<file path="src/rtl/core/pct_pkg.sv">
// Shared types, constants and sizes for the pitch calibration table.
package pct_pkg;

  // Table geometry.
  localparam int CHANNELS = 4;
  localparam int OCTAVES  = 10;
  localparam int SEMIS    = 12;
  localparam int SLOTS    = OCTAVES * SEMIS;
  localparam int DEPTH    = CHANNELS * SLOTS;
  localparam int DAC_MAX  = 16383;

  localparam int CH_W    = (CHANNELS > 1) ? $clog2(CHANNELS) : 1;
  localparam int SLOT_W  = $clog2(SLOTS);
  localparam int ADDR_W  = $clog2(DEPTH);
  localparam int DAC_W   = $clog2(DAC_MAX + 1);
  localparam int OCT_W   = $clog2(OCTAVES);
  localparam int K_W     = $clog2(SEMIS);
  localparam int CV_W    = 15;

  // Equal temperament: ET(s) = floor(s * ET_SCALE / ET_DIV), built incrementally.
  localparam int ET_SCALE = 16384;
  localparam int ET_DIV   = 120;
  localparam int ET_INC   = ET_SCALE / ET_DIV;
  localparam int ET_FRAC  = ET_SCALE % ET_DIV;
  localparam int ET_W     = $clog2(((SLOTS - 1) * ET_SCALE) / ET_DIV + 1);
  localparam int REM_W    = $clog2(ET_DIV);

  // Q16.16 interpolation.
  localparam int FRAC_BITS  = 16;
  localparam int ROUND_HALF = 32768;
  localparam int ACC_W      = DAC_W + 18;
  localparam int STEP_W     = DAC_W + 14;

  // delta * 65536 / 12 is worked as (delta / 3) * 16384 plus a remainder term.
  localparam int DIV3_MUL  = 43691;
  localparam int DIV3_SH   = 17;
  localparam int STEP_SH   = 14;
  localparam int STEP_FRAC = (1 << STEP_SH) / 3;
  localparam int PROD_W    = DAC_W + DIV3_SH;

  // Item modes.
  localparam logic [2:0] MODE_RELOAD = 3'd0;
  localparam logic [2:0] MODE_WRITE  = 3'd1;
  localparam logic [2:0] MODE_READ   = 3'd2;
  localparam logic [2:0] MODE_NOTE   = 3'd3;
  localparam logic [2:0] MODE_OFFSET = 3'd4;
  localparam logic [2:0] MODE_INTERP = 3'd5;

  typedef struct packed {
    logic [2:0]         mode;
    logic [7:0]         channel;
    logic [7:0]         slot;
    logic [15:0]        dac_value;
    logic signed [15:0] note;
  } in_item_t;

  typedef struct packed {
    logic signed [CV_W-1:0] cv_value;
    logic                   write_dropped;
  } out_item_t;

  typedef enum logic [1:0] {
    ALU_SUM,
    ALU_ROUND
  } alu_op_e;

  typedef enum logic [3:0] {
    S_INIT,
    S_IDLE,
    S_ET,
    S_WR,
    S_RD,
    S_RDD,
    S_OF_RD,
    S_OF_WR,
    S_IP_RLO,
    S_IP_RHI,
    S_IP_DLT,
    S_IP_SLP,
    S_IP_FILL,
    S_DONE
  } state_e;

endpackage

</file>
<file path="src/rtl/core/pct_alu.sv">
// Shared add, round and saturate unit that produces every value written to the table.
module pct_alu (
  input  pct_pkg::alu_op_e                 op_i,
  input  logic signed [pct_pkg::ACC_W-1:0] a_i,
  input  logic signed [pct_pkg::ACC_W-1:0] b_i,
  output logic [pct_pkg::DAC_W-1:0]        y_o
);

  logic signed [pct_pkg::ACC_W-1:0] sum;
  logic signed [pct_pkg::ACC_W-1:0] val;

  assign sum = a_i + b_i;

  always_comb begin
    unique case (op_i)
      pct_pkg::ALU_ROUND: begin
        // A negative accumulator does not round; it always clamps to zero.
        val = (a_i < 0) ? '0 : (sum >>> pct_pkg::FRAC_BITS);
      end
      default: begin
        val = sum;
      end
    endcase
  end

  always_comb begin
    if (val < 0) begin
      y_o = '0;
    end else if (val > $signed(pct_pkg::ACC_W'(pct_pkg::DAC_MAX))) begin
      y_o = pct_pkg::DAC_W'(pct_pkg::DAC_MAX);
    end else begin
      y_o = val[pct_pkg::DAC_W-1:0];
    end
  end

endmodule

</file>
<file path="config.mk">
export PLATFORM = sky130hd
export DESIGN_NAME = pct_alu
export DESIGN_NICKNAME = d
export VERILOG_FILES = /design/src/rtl/core/pct_pkg.sv /design/src/rtl/core/pct_alu.sv
export SDC_FILE = /design/constraint.sdc
export NUM_CORES = 1
export LEC_CHECK = 0
export ABC_AREA = 0
export BUFFER_PORTS_ARGS = -buffer_cell sky130_fd_sc_hd__buf_4
export CORE_ASPECT_RATIO = 1.1
export CORE_UTILIZATION = 48
export DETAILED_ROUTE_END_ITERATION = 8
export PLACE_DENSITY = 0.8
export REMOVE_ABC_BUFFERS = 1
export SETUP_SLACK_MARGIN = 0.3
export SYNTH_ARGS = -nofsm -noshare
export SYNTH_HDL_FRONTEND = slang
export SYNTH_SLANG_ARGS = --single-unit
</file>
<file path="constraint.sdc">
create_clock -name vclk -period 4.6
set_clock_uncertainty 0.1 [all_clocks]
set_input_delay 0.92 -clock vclk [all_inputs]
set_output_delay 0.92 -clock vclk [all_outputs]
set_load 0.1 [all_outputs]
</file>
==> results of run 1 <==
[what timing repair did]
item / in CTS
resized for setup: 71
setup buffers: 14
pin swaps: 28
endpoints found under the setup margin: 14
gates cloned: 1
hold endpoints to repair: 0
hold buffers: 0
[synthesized netlist by cell type (3+ instances only)]
library cell / number / area (sq um)
a31oi_1: 9 / 56.30
o211ai_1: 4 / 30.03
xor2_1: 11 / 96.34
a21oi_1: 34 / 170.2
o21ai_0: 17 / 85.08
clkbuf_1: 3 / 11.26
o2bb2ai_1: 4 / 35.03
nor2_1: 34 / 127.6
nand3_1: 10 / 50.05
nand4_1: 8 / 50.05
o21ai_1: 6 / 30.03
a211oi_1: 4 / 30.03
inv_1: 9 / 33.78
o21bai_1: 4 / 30.03
nor3_1: 7 / 35.03
buf_1: 3 / 11.26
or3_1: 3 / 18.77
o21a_1: 4 / 30.03
buf_6: 5 / 56.30
ha_1: 31 / 387.9
a211oi_2: 12 / 150.1
or2_2: 3 / 18.77
nand2_1: 25 / 93.84
a21o_1: 10 / 75.07
xnor2_1: 15 / 131.4
nand2b_1: 7 / 43.79
[logic make-up after synthesis]
group	Yosys count
and+or+nand+nor	108
xor gates and xnor gates	26
buffers and inverters	22
adders and majority gates	32
AOI/OAI and AO/OA	128
[stage by stage]
step	setup TNS [ns]	setup WS, ns	hold WS (ns)
after floorplan	-11.56	-0.8673	2.072
after detailed placement	-7.170	-0.5826	2.293
after CTS	-3.186	-0.2793	2.290
after global placement	-5.715	-0.4731	2.292
==> impl_metrics.ini, run 1 <==
[run_status]
outcome = aborted with a tool error
stop_stage = global routing (5_1_grt)
error = [ERROR DPL-0038] Utilization greater than 100%, impossible to legalize

[sta]
endpoint_type = top-level output
crit_endpoint = y_o[5]

[yosys]
yosys_warnings = 0
yosysSeqAreaShare_pct = 0
synth_cell_types = 56
synthMuxAreaShare_pct = 0
yosys.area_share.simple_pct = 24.45
avgSynthCellArea_sq_um = 7.028
syn-cell-area_sq_um = 2221
synthAdderAreaFrac_pct = 18.37
synth_top_family_by_area = compound AO/OA/AOI/OAI gates
synth_cells = 316
synth-compound-area-share_pct = 41.46
synth-xor-area-share_pct = 10.25

[die]
die_height_um = 73.34
placementRows = 25
die_w_um = 66.86
initial_utilization_pct = 50.71
ios = 80

[placed_design]
place_congestion = 0.9684
place_inst = 544
portBuffers = 80
hpwl_um = 6937
placed_area_sq_um = 3613

[global_routing]
grt_max_degree = 13
==> run 2, diff against run 1 <==
- CORE_ASPECT_RATIO: 1.1 -> unset
- CORE_UTILIZATION: 48 -> 40
- PLACE_DENSITY: 0.8 -> unset
- PLACE_DENSITY_LB_ADDON: unset -> 0.15
- SETUP_SLACK_MARGIN: 0.3 -> unset
- clock period: 4.6 -> 6 ns (I/O delays scaled with it)
==> impl_metrics.ini, run 2 <==
[placed_design]
portBuffers = 80
place_congestion = 0.9201
hpwl_um = 5519

[critical_path]
crit_type = in -> out
cpPeakStageDelay_ns = 0.38
worst_setup_path_start_kind = input port
crit_family = simple AND/OR/NAND/NOR gates
cp_num_buf_inv = 4
cp_max_fo = 10
crit_required_ns = 4.70
arrival_ns = 4.48
endpoint_kind = output port
path_cells = buf_4, ha_1, inv_1, fa_1, nand2b_1, a21oi_1, o21a_1, o31a_1, or3_4, a211oi_2, nand4_1, nor4b_4, and3b_1, buf_12, a211oi_2, buf_4
critPathSlowestCell = or3_4

[detailed_routing]
wire_per_inst_um = 13.97
firstDrtPassIters = 4
wl_um = 6384
drcViolationCount = 0
vias_per_cell = 5.683
drtIter0Drc = 106
ant_nets = 0
num_vias = 2597

[global_routing]
grt_pass1_wl_um = 10560
grt_usage_pct = 20.86
grt_overflow = 0
grt_max_degree = 15
antenna_found_initial = 0
grt_pass1_vias = 2412

[yosys]
synth_top_area_share_pct = 17.46
synth_area_leaders = ha_1 (17%), a21oi_1 (7.7%), a211oi_2 (6.8%)
yosys_warnings = 0
avgSynthCellArea_sq_um = 7.028
yosysTopAreaCell = ha_1
ys_top_cells_by_count = a21oi_1 (34), nor2_1 (34), ha_1 (31)
syn-cell-area_sq_um = 2221
synth_cell_types = 56
synth_cells = 316
yosysSeqAreaShare_pct = 0

[power_and_ir_drop]
p_leak_nw = 1.281
power.density_nw_per_um2 = 171.7
total_power_uw = 493.4
irDropWorstVdd_v = 0.0001351

[final_layout]
area_growth_pct = 29.35
nFlopsAndLatches = 0
final_common_cell = buf_4
nNetsFinal = 487
seqCellArea_sq_um = 0
most-common-layout-cells = buf_4 (82), nor2_1 (34), a21oi_1 (34)
clock_buffers = 0
postLayoutCoreUtil_pct = 54.85
drive_above_1_share_pct = 28.17
n_antenna_cell = 0

[sta]
fmax_ghz = 0.1731
hold_viol = 0
grt_setup_unrepaired = false
hold_slack_ns = 2.875
worst_pin_slew_ns = 0.5780
slew_violations = 0
slew_headroom_pct = 61.47
min_period_ns = 5.777
setup_viol = 0
post-route-period-util_pct = 96.29

[die]
dieArea_sq_um = 5855
die_height_um = 76.52
die_w_um = 76.52
core_area_sq_um = 5238
placementRows = 26
initial_utilization_pct = 42.40
ios = 80

[clocking]
cts_resized = 0
cts_hold_buf = 0
cts_setup_buffers = 0

[min_path]
hold_path_class = in -> out

[run_status]
outcome = finished clean

[run]
max-cap-violations = 0
## run 2: metrics by stage
step	cells	setup WS (ns)	cell area, sq um	TNS, ns
after detailed placement	457	0.1948	2860	0
after floorplan	304	-0.02730	2137	-0.05459
final	457	0.2227	2873	0
after global routing	457	0.02756	2873	0
after global placement	457	0.2632	2860	0
after CTS	457	0.1888	2860	0
## run 2: report_power, final
part	internal, mW	switching, mW
sequential	0	0
combinational	0.159	0.335
clock	0	0
total	0.159	0.335
## run 2: layer usage
layer | global-route usage, % | part of all wire, % | wire length [um]
met5 | 0 | 0 | 0
met4 | 2.115 | 0.63 | 40
met3 | 0.4790 | 4.6 | 296
met2 | 35.95 | 47 | 2979
met1 | 29.60 | 48 | 3068
## run 2: path summary, 6_finish.rpt
kind	from	endpoint	cells after the start
worst max-delay path	a_i[0]	y_o[13]	16
worst min-delay path	op_i[0]	y_o[2]	4
## run 2: area by class of cell
class | count | area [sq um]
fillers | 534 | 2365
well taps | 70 | 87.58
inverters | 10 | 37.54
multi-input cells | 294 | 2112
repair buffers | 83 | 635.6
## run 2: kinds of logic after synthesis
logic type	count (synthesis)	synth area share [%]
AO/OA/AOI/OAI	128	41.47
AND/OR/NAND/NOR	108	24.45
adder cells (fa/ha/maj)	32	18.37
XOR/XNOR	26	10.25
buffers and inverters	22	5.464
Power figures use the tool's default switching activity.
