`src/rtl/core/pct_pkg.sv`:
```
// Shared types, constants and sizes for the pitch calibration table.
package pct_pkg;

  // Table geometry.
  localparam int CHANNELS = 4;
  localparam int OCTAVES  = 10;
  localparam int SEMIS    = 12;
  localparam int SLOTS    = OCTAVES * SEMIS;
  localparam int DEPTH    = CHANNELS * SLOTS;
  localparam int DAC_MAX  = 16383;

  localparam int CH_W    = (CHANNELS > 1) ? $clog2(CHANNELS) : 1;
  localparam int SLOT_W  = $clog2(SLOTS);
  localparam int ADDR_W  = $clog2(DEPTH);
  localparam int DAC_W   = $clog2(DAC_MAX + 1);
  localparam int OCT_W   = $clog2(OCTAVES);
  localparam int K_W     = $clog2(SEMIS);
  localparam int CV_W    = 15;

  // Equal temperament: ET(s) = floor(s * ET_SCALE / ET_DIV), built incrementally.
  localparam int ET_SCALE = 16384;
  localparam int ET_DIV   = 120;
  localparam int ET_INC   = ET_SCALE / ET_DIV;
  localparam int ET_FRAC  = ET_SCALE % ET_DIV;
  localparam int ET_W     = $clog2(((SLOTS - 1) * ET_SCALE) / ET_DIV + 1);
  localparam int REM_W    = $clog2(ET_DIV);

  // Q16.16 interpolation.
  localparam int FRAC_BITS  = 16;
  localparam int ROUND_HALF = 32768;
  localparam int ACC_W      = DAC_W + 18;
  localparam int STEP_W     = DAC_W + 14;

  // delta * 65536 / 12 is worked as (delta / 3) * 16384 plus a remainder term.
  localparam int DIV3_MUL  = 43691;
  localparam int DIV3_SH   = 17;
  localparam int STEP_SH   = 14;
  localparam int STEP_FRAC = (1 << STEP_SH) / 3;
  localparam int PROD_W    = DAC_W + DIV3_SH;

  // Item modes.
  localparam logic [2:0] MODE_RELOAD = 3'd0;
  localparam logic [2:0] MODE_WRITE  = 3'd1;
  localparam logic [2:0] MODE_READ   = 3'd2;
  localparam logic [2:0] MODE_NOTE   = 3'd3;
  localparam logic [2:0] MODE_OFFSET = 3'd4;
  localparam logic [2:0] MODE_INTERP = 3'd5;

  typedef struct packed {
    logic [2:0]         mode;
    logic [7:0]         channel;
    logic [7:0]         slot;
    logic [15:0]        dac_value;
    logic signed [15:0] note;
  } in_item_t;

  typedef struct packed {
    logic signed [CV_W-1:0] cv_value;
    logic                   write_dropped;
  } out_item_t;

  typedef enum logic [1:0] {
    ALU_SUM,
    ALU_ROUND
  } alu_op_e;

  typedef enum logic [3:0] {
    S_INIT,
    S_IDLE,
    S_ET,
    S_WR,
    S_RD,
    S_RDD,
    S_OF_RD,
    S_OF_WR,
    S_IP_RLO,
    S_IP_RHI,
    S_IP_DLT,
    S_IP_SLP,
    S_IP_FILL,
    S_DONE
  } state_e;

endpackage

```
`src/rtl/core/pct_slope.sv`:
```
// Two-stage slope unit: step = trunc(delta * 65536 / 12) by reciprocal multiply.
module pct_slope (
  input  logic                              clk_i,
  input  logic                              en_i,
  input  logic signed [pct_pkg::DAC_W:0]    delta_i,
  output logic signed [pct_pkg::STEP_W-1:0] step_o
);

  logic                              neg;
  logic signed [pct_pkg::DAC_W:0]    delta_neg;
  logic [pct_pkg::DAC_W-1:0]         mag;
  logic [pct_pkg::PROD_W-1:0]        prod_q;
  logic [pct_pkg::DAC_W-1:0]         mag_q;
  logic                              neg_q;
  logic [pct_pkg::DAC_W-1:0]         quo;
  logic [pct_pkg::DAC_W+1:0]         quo3;
  logic [pct_pkg::DAC_W-1:0]         rem_full;
  logic [1:0]                        rem;
  logic signed [pct_pkg::STEP_W-1:0] step_mag;

  assign neg       = delta_i[pct_pkg::DAC_W];
  assign delta_neg = -delta_i;
  assign mag       = neg ? delta_neg[pct_pkg::DAC_W-1:0] : delta_i[pct_pkg::DAC_W-1:0];

  always_ff @(posedge clk_i) begin
    if (en_i) begin
      prod_q <= pct_pkg::PROD_W'(mag) * pct_pkg::PROD_W'(pct_pkg::DIV3_MUL);
      mag_q  <= mag;
      neg_q  <= neg;
    end
  end

  // The magnitude is split into 3*quo + rem; rem in 0..2 adds rem*16384/3.
  assign quo      = prod_q[pct_pkg::DIV3_SH +: pct_pkg::DAC_W];
  assign quo3     = (pct_pkg::DAC_W + 2)'(quo) * (pct_pkg::DAC_W + 2)'(3);
  assign rem_full = mag_q - quo3[pct_pkg::DAC_W-1:0];
  assign rem      = rem_full[1:0];

  assign step_mag = $signed((pct_pkg::STEP_W'(quo) << pct_pkg::STEP_SH)
                  + pct_pkg::STEP_W'(rem) * pct_pkg::STEP_W'(pct_pkg::STEP_FRAC));
  assign step_o   = neg_q ? -step_mag : step_mag;

endmodule

```
`config.mk`:
```
export PLATFORM = sky130hd
export DESIGN_NAME = pct_slope
export DESIGN_NICKNAME = d
export VERILOG_FILES = /design/src/rtl/core/pct_pkg.sv /design/src/rtl/core/pct_slope.sv
export SDC_FILE = /design/constraint.sdc
export NUM_CORES = 1
export LEC_CHECK = 0
export ABC_AREA = 1
export BUFFER_PORTS_ARGS = -buffer_cell sky130_fd_sc_hd__buf_2
export CAP_MARGIN = 5
export CELL_PAD_IN_SITES_DETAIL_PLACEMENT = 0
export CELL_PAD_IN_SITES_GLOBAL_PLACEMENT = 1
export CORE_ASPECT_RATIO = 1.1
export CORE_MARGIN = 1
export CORE_UTILIZATION = 45
export CTS_CLUSTER_SIZE = 10
export DETAILED_ROUTE_END_ITERATION = 16
export GPL_ROUTABILITY_DRIVEN = 0
export PLACE_DENSITY = 0.87
export SLEW_MARGIN = 20
export SYNTH_ARGS = -nofsm -noshare
export SYNTH_HDL_FRONTEND = slang
export SYNTH_SLANG_ARGS = --single-unit
```
`constraint.sdc`:
```
create_clock -name clk_i -period 6.8 [get_ports clk_i]
set_clock_uncertainty 0.15 [all_clocks]
set_input_delay 0.34 -clock clk_i [delete_from_list [all_inputs] [get_ports clk_i]]
set_output_delay 0.34 -clock clk_i [all_outputs]
set_load 0.005 [all_outputs]
```
==> impl_metrics.csv <==
group,metric,value,unit
layout,n_antenna_cell,0,
clock_network,cts_tree,"done",
logic_synthesis,synth_area,5730,µm²
clock_network,cts.sinks,16,
critical_path,crit_start,"delta_i[0]",
clock_network,htreeDepth,1,
detailed_routing,drc,0,
logic_synthesis,ys_warn_count,0,
detailed_routing,antenna_left,0,
clock_network,cts_root_buf,"clkbuf_16",
layout,syn_to_final_growth,7.16,%
clock_network,hold_buffers,0,
critical_path,path_class,"in -> reg",
critical_path,worstPathRequired,6.65,ns
critical_path,crit_family,"adder cells",
critical_path,crit_chain,"buf_2, inv_1, ha_1, inv_1, nor3_4, or2_2, xor2_1, ha_1, fa_1, inv_1, fa_1, fa_1, fa_1, inv_1, fa_1, ha_1, nand2_1, nor2_1, nand2_1, nor3_1, nand2_1, nand3_1, nand2_1",
layout,nFillCells,1273,
clock_network,cts_buffers,3,
layout,multi_input_area,4320,µm²
detailed_routing,wl,12.3,mm
outcome,status,"finished clean",
detailed_routing,wl_per_cell,12.0,µm
global_route,track_usage,20.4,%
timing,rsz0062_at_grt,"false",
critical_path,critPathBufInv,5,
logic_synthesis,synth_top_area_cell,"ha_1",
timing,fmax,168,MHz
logic_synthesis,synthSimpleGateAreaFrac,26.0,%
floorplanning,die_x,110,µm
logic_synthesis,synthAdderAreaFrac,42.1,%
flow_run,cap_viol_max_count,0,
critical_path,cp-end-kind,"flip-flop",
logic_synthesis,synth_mux_area_share,0,%
logic_synthesis,synth_compound_area_share,3.10,%
clock_network,post_cts_resized,0,
timing,relSlewSlack,65.2,%
logic_synthesis,yosysUniqueCellTypes,30,
placement,portBuffers,44,
clock_network,cts_setup_buffers,0,
critical_path,cp_max_fo,9,
timing,finalHoldViolCount,0,
timing,setup-tns-final,0,ns
critical_path,start_kind,"input port",
logic_synthesis,ys_ff_latch,16,
global_route,grt_pass1_vias,4801,
timing,period_share,87.6,%
timing,tightest_slew,0.518,ns
clock_network,clockBufferDepth,2,
floorplanning,die_y,120,µm
detailed_routing,drt_first_iter_violations,200,
global_route,grt_pass1_wl,21.3,mm
detailed_routing,num_vias,4820,
critical_path,cp-endpoint,"prod_q[25]$_DFFE_PP_",
global_route,grt_max_degree,18,
layout,regArea,480,µm²
hold_path,hold_path_class,"in -> reg",
timing,setup_viol,0,
critical_path,path_depth,23,
layout,nNetsFinal,1046,
critical_path,arrival,5.80,ns
logic_synthesis,avgSynthCellArea,6.89,µm²
logic_synthesis,yosysSeqAreaShare,8.38,%
layout,drive_gt1_share,7.14,%
global_route,overflow,0,
detailed_routing,drtPass1Iterations,5,
floorplanning,start_util,46.8,%
logic_synthesis,synth_top_family_by_area,"adder cells",
critical_path,cpMostUsedCell,"fa_1",
logic_synthesis,synth_area_leaders,"ha_1 (23%), fa_1 (19%), nand2_1 (15%), inv_1 (14%), edfxtp_1 (8.4%)",
logic_synthesis,postSynthCellCount,832,
critical_path,cp_slowest_stage_delay,0.56,ns
logic_synthesis,synth-xor-area-share,4.15,%
floorplanning,num_rows,42,
placement,hpwlAfterDp,11.3,mm
logic_synthesis,synth_top_area_share,22.9,%
critical_path,critPathSlowestCell,"fa_1",
floorplanning,design.portCount,45,
floorplanning,die-area,13200,µm²
global_route,grt_antenna_before_repair,0,
logic_synthesis,synth_fp_nets,1009,
timing,post-route-min-period,5.95,ns
clock_network,path_clk_slew,0.05,ns
timing,finalMaxSlewViolations,0,
floorplanning,core_area,12200,µm²
detailed_routing,vias_per_cell,4.72,
[cells in the final DEF (no fill, tap or decap), drive strengths merged]
master  count
nand2     234
inv       224
ha        105
nor2       67
fa         55
buf        45
nand3      41
a21oi      16
edfxtp     16
xor2       16
o21ai      12
nand4      11
xnor2       9
nor3        5
a21o        3
clkbuf      3
clkinv      2
or2         1
o21bai      1
nand3b      1
o31ai       1
[per-stage QoR]
stage               instance area, µm²  instances  hold WS, ns  utilization (%)  setup slack, ns
floorplan                         5730        832        0.289                -             1.35
global placement                  6070       1018        0.625             49.5            0.555
detailed placement                6070       1018        0.626             49.5            0.510
CTS                               6140       1022        0.371             50.2            0.751
global route                      6140       1022        0.376             50.2            0.418
finish                            6140       1022        0.353             50.2            0.846
[routing by layer]
metal,up-vias,global-route usage [%],wire [µm]
met2,91,38.8,6160
met4,0,6.58,417
met1,2137,24.0,5410
met5,-,0,0
met3,30,1.02,280
li1,2562,-,-
[state kept, by name, indices dropped and copies added, names as in the netlist]
register	flops
mag_q	2
neg_q	1
prod_q	13
[synthesized netlist by cell type]
cell type  instances
or2_2              1
nand4_1           11
nor2_2             1
buf_4             10
nor3_1             3
fa_1              55
edfxtp_1          16
nand3_2            1
o21ai_1            3
nand2_1          229
nand3b_1           1
clkinv_1           1
nand3_1           40
nor3_4             2
a21oi_1           16
xor2_1            15
xnor2_1            9
ha_1             105
nor2_1            66
nand2_4            1
inv_2              3
inv_1            221
o31ai_1            1
clkbuf_1           1
nand2_2            4
a21o_1             3
xor2_4             1
o21bai_1           1
o21ai_0            9
buf_2              2
[area by class of cell]
type	count	area share, %
Clock buffer	3	1.22
Tap cell	154	3.14
Clock inverter	1	0.0611
Timing Repair Buffer	45	3.71
Inverter	225	13.7
Multi-Input combinational cell	578	70.3
Sequential cell	16	7.82
[kinds of logic after synthesis]
logic type,Yosys count
and+or+nand+nor,360
DFF,16
xor gates and xnor gates,25
buffers and inverters,238
AOI/OAI and AO/OA,33
adders and majority gates,160
[worst min path at each step]
| stage | end | start | depth (start not counted) | slack [ns] |
|---|---|---|---|---|
| 5_1_grt | mag_q[0]$_DFFE_PP_ | delta_i[0] | 1 | 0.38 |
| 3_3_place_gp | mag_q[0]$_DFFE_PP_ | delta_i[0] | 1 | 0.62 |
| 4_1_cts | mag_q[0]$_DFFE_PP_ | delta_i[0] | 1 | 0.37 |
| 3_5_place_dp | mag_q[0]$_DFFE_PP_ | delta_i[0] | 1 | 0.63 |
| 2_1_floorplan | mag_q[0]$_DFFE_PP_ | delta_i[0] | 0 | 0.29 |
| 6_report | mag_q[0]$_DFFE_PP_ | delta_i[0] | 1 | 0.35 |
Power is not shown: default switching activity piles up to over one toggle a cycle in this logic, so the estimate is an artifact.
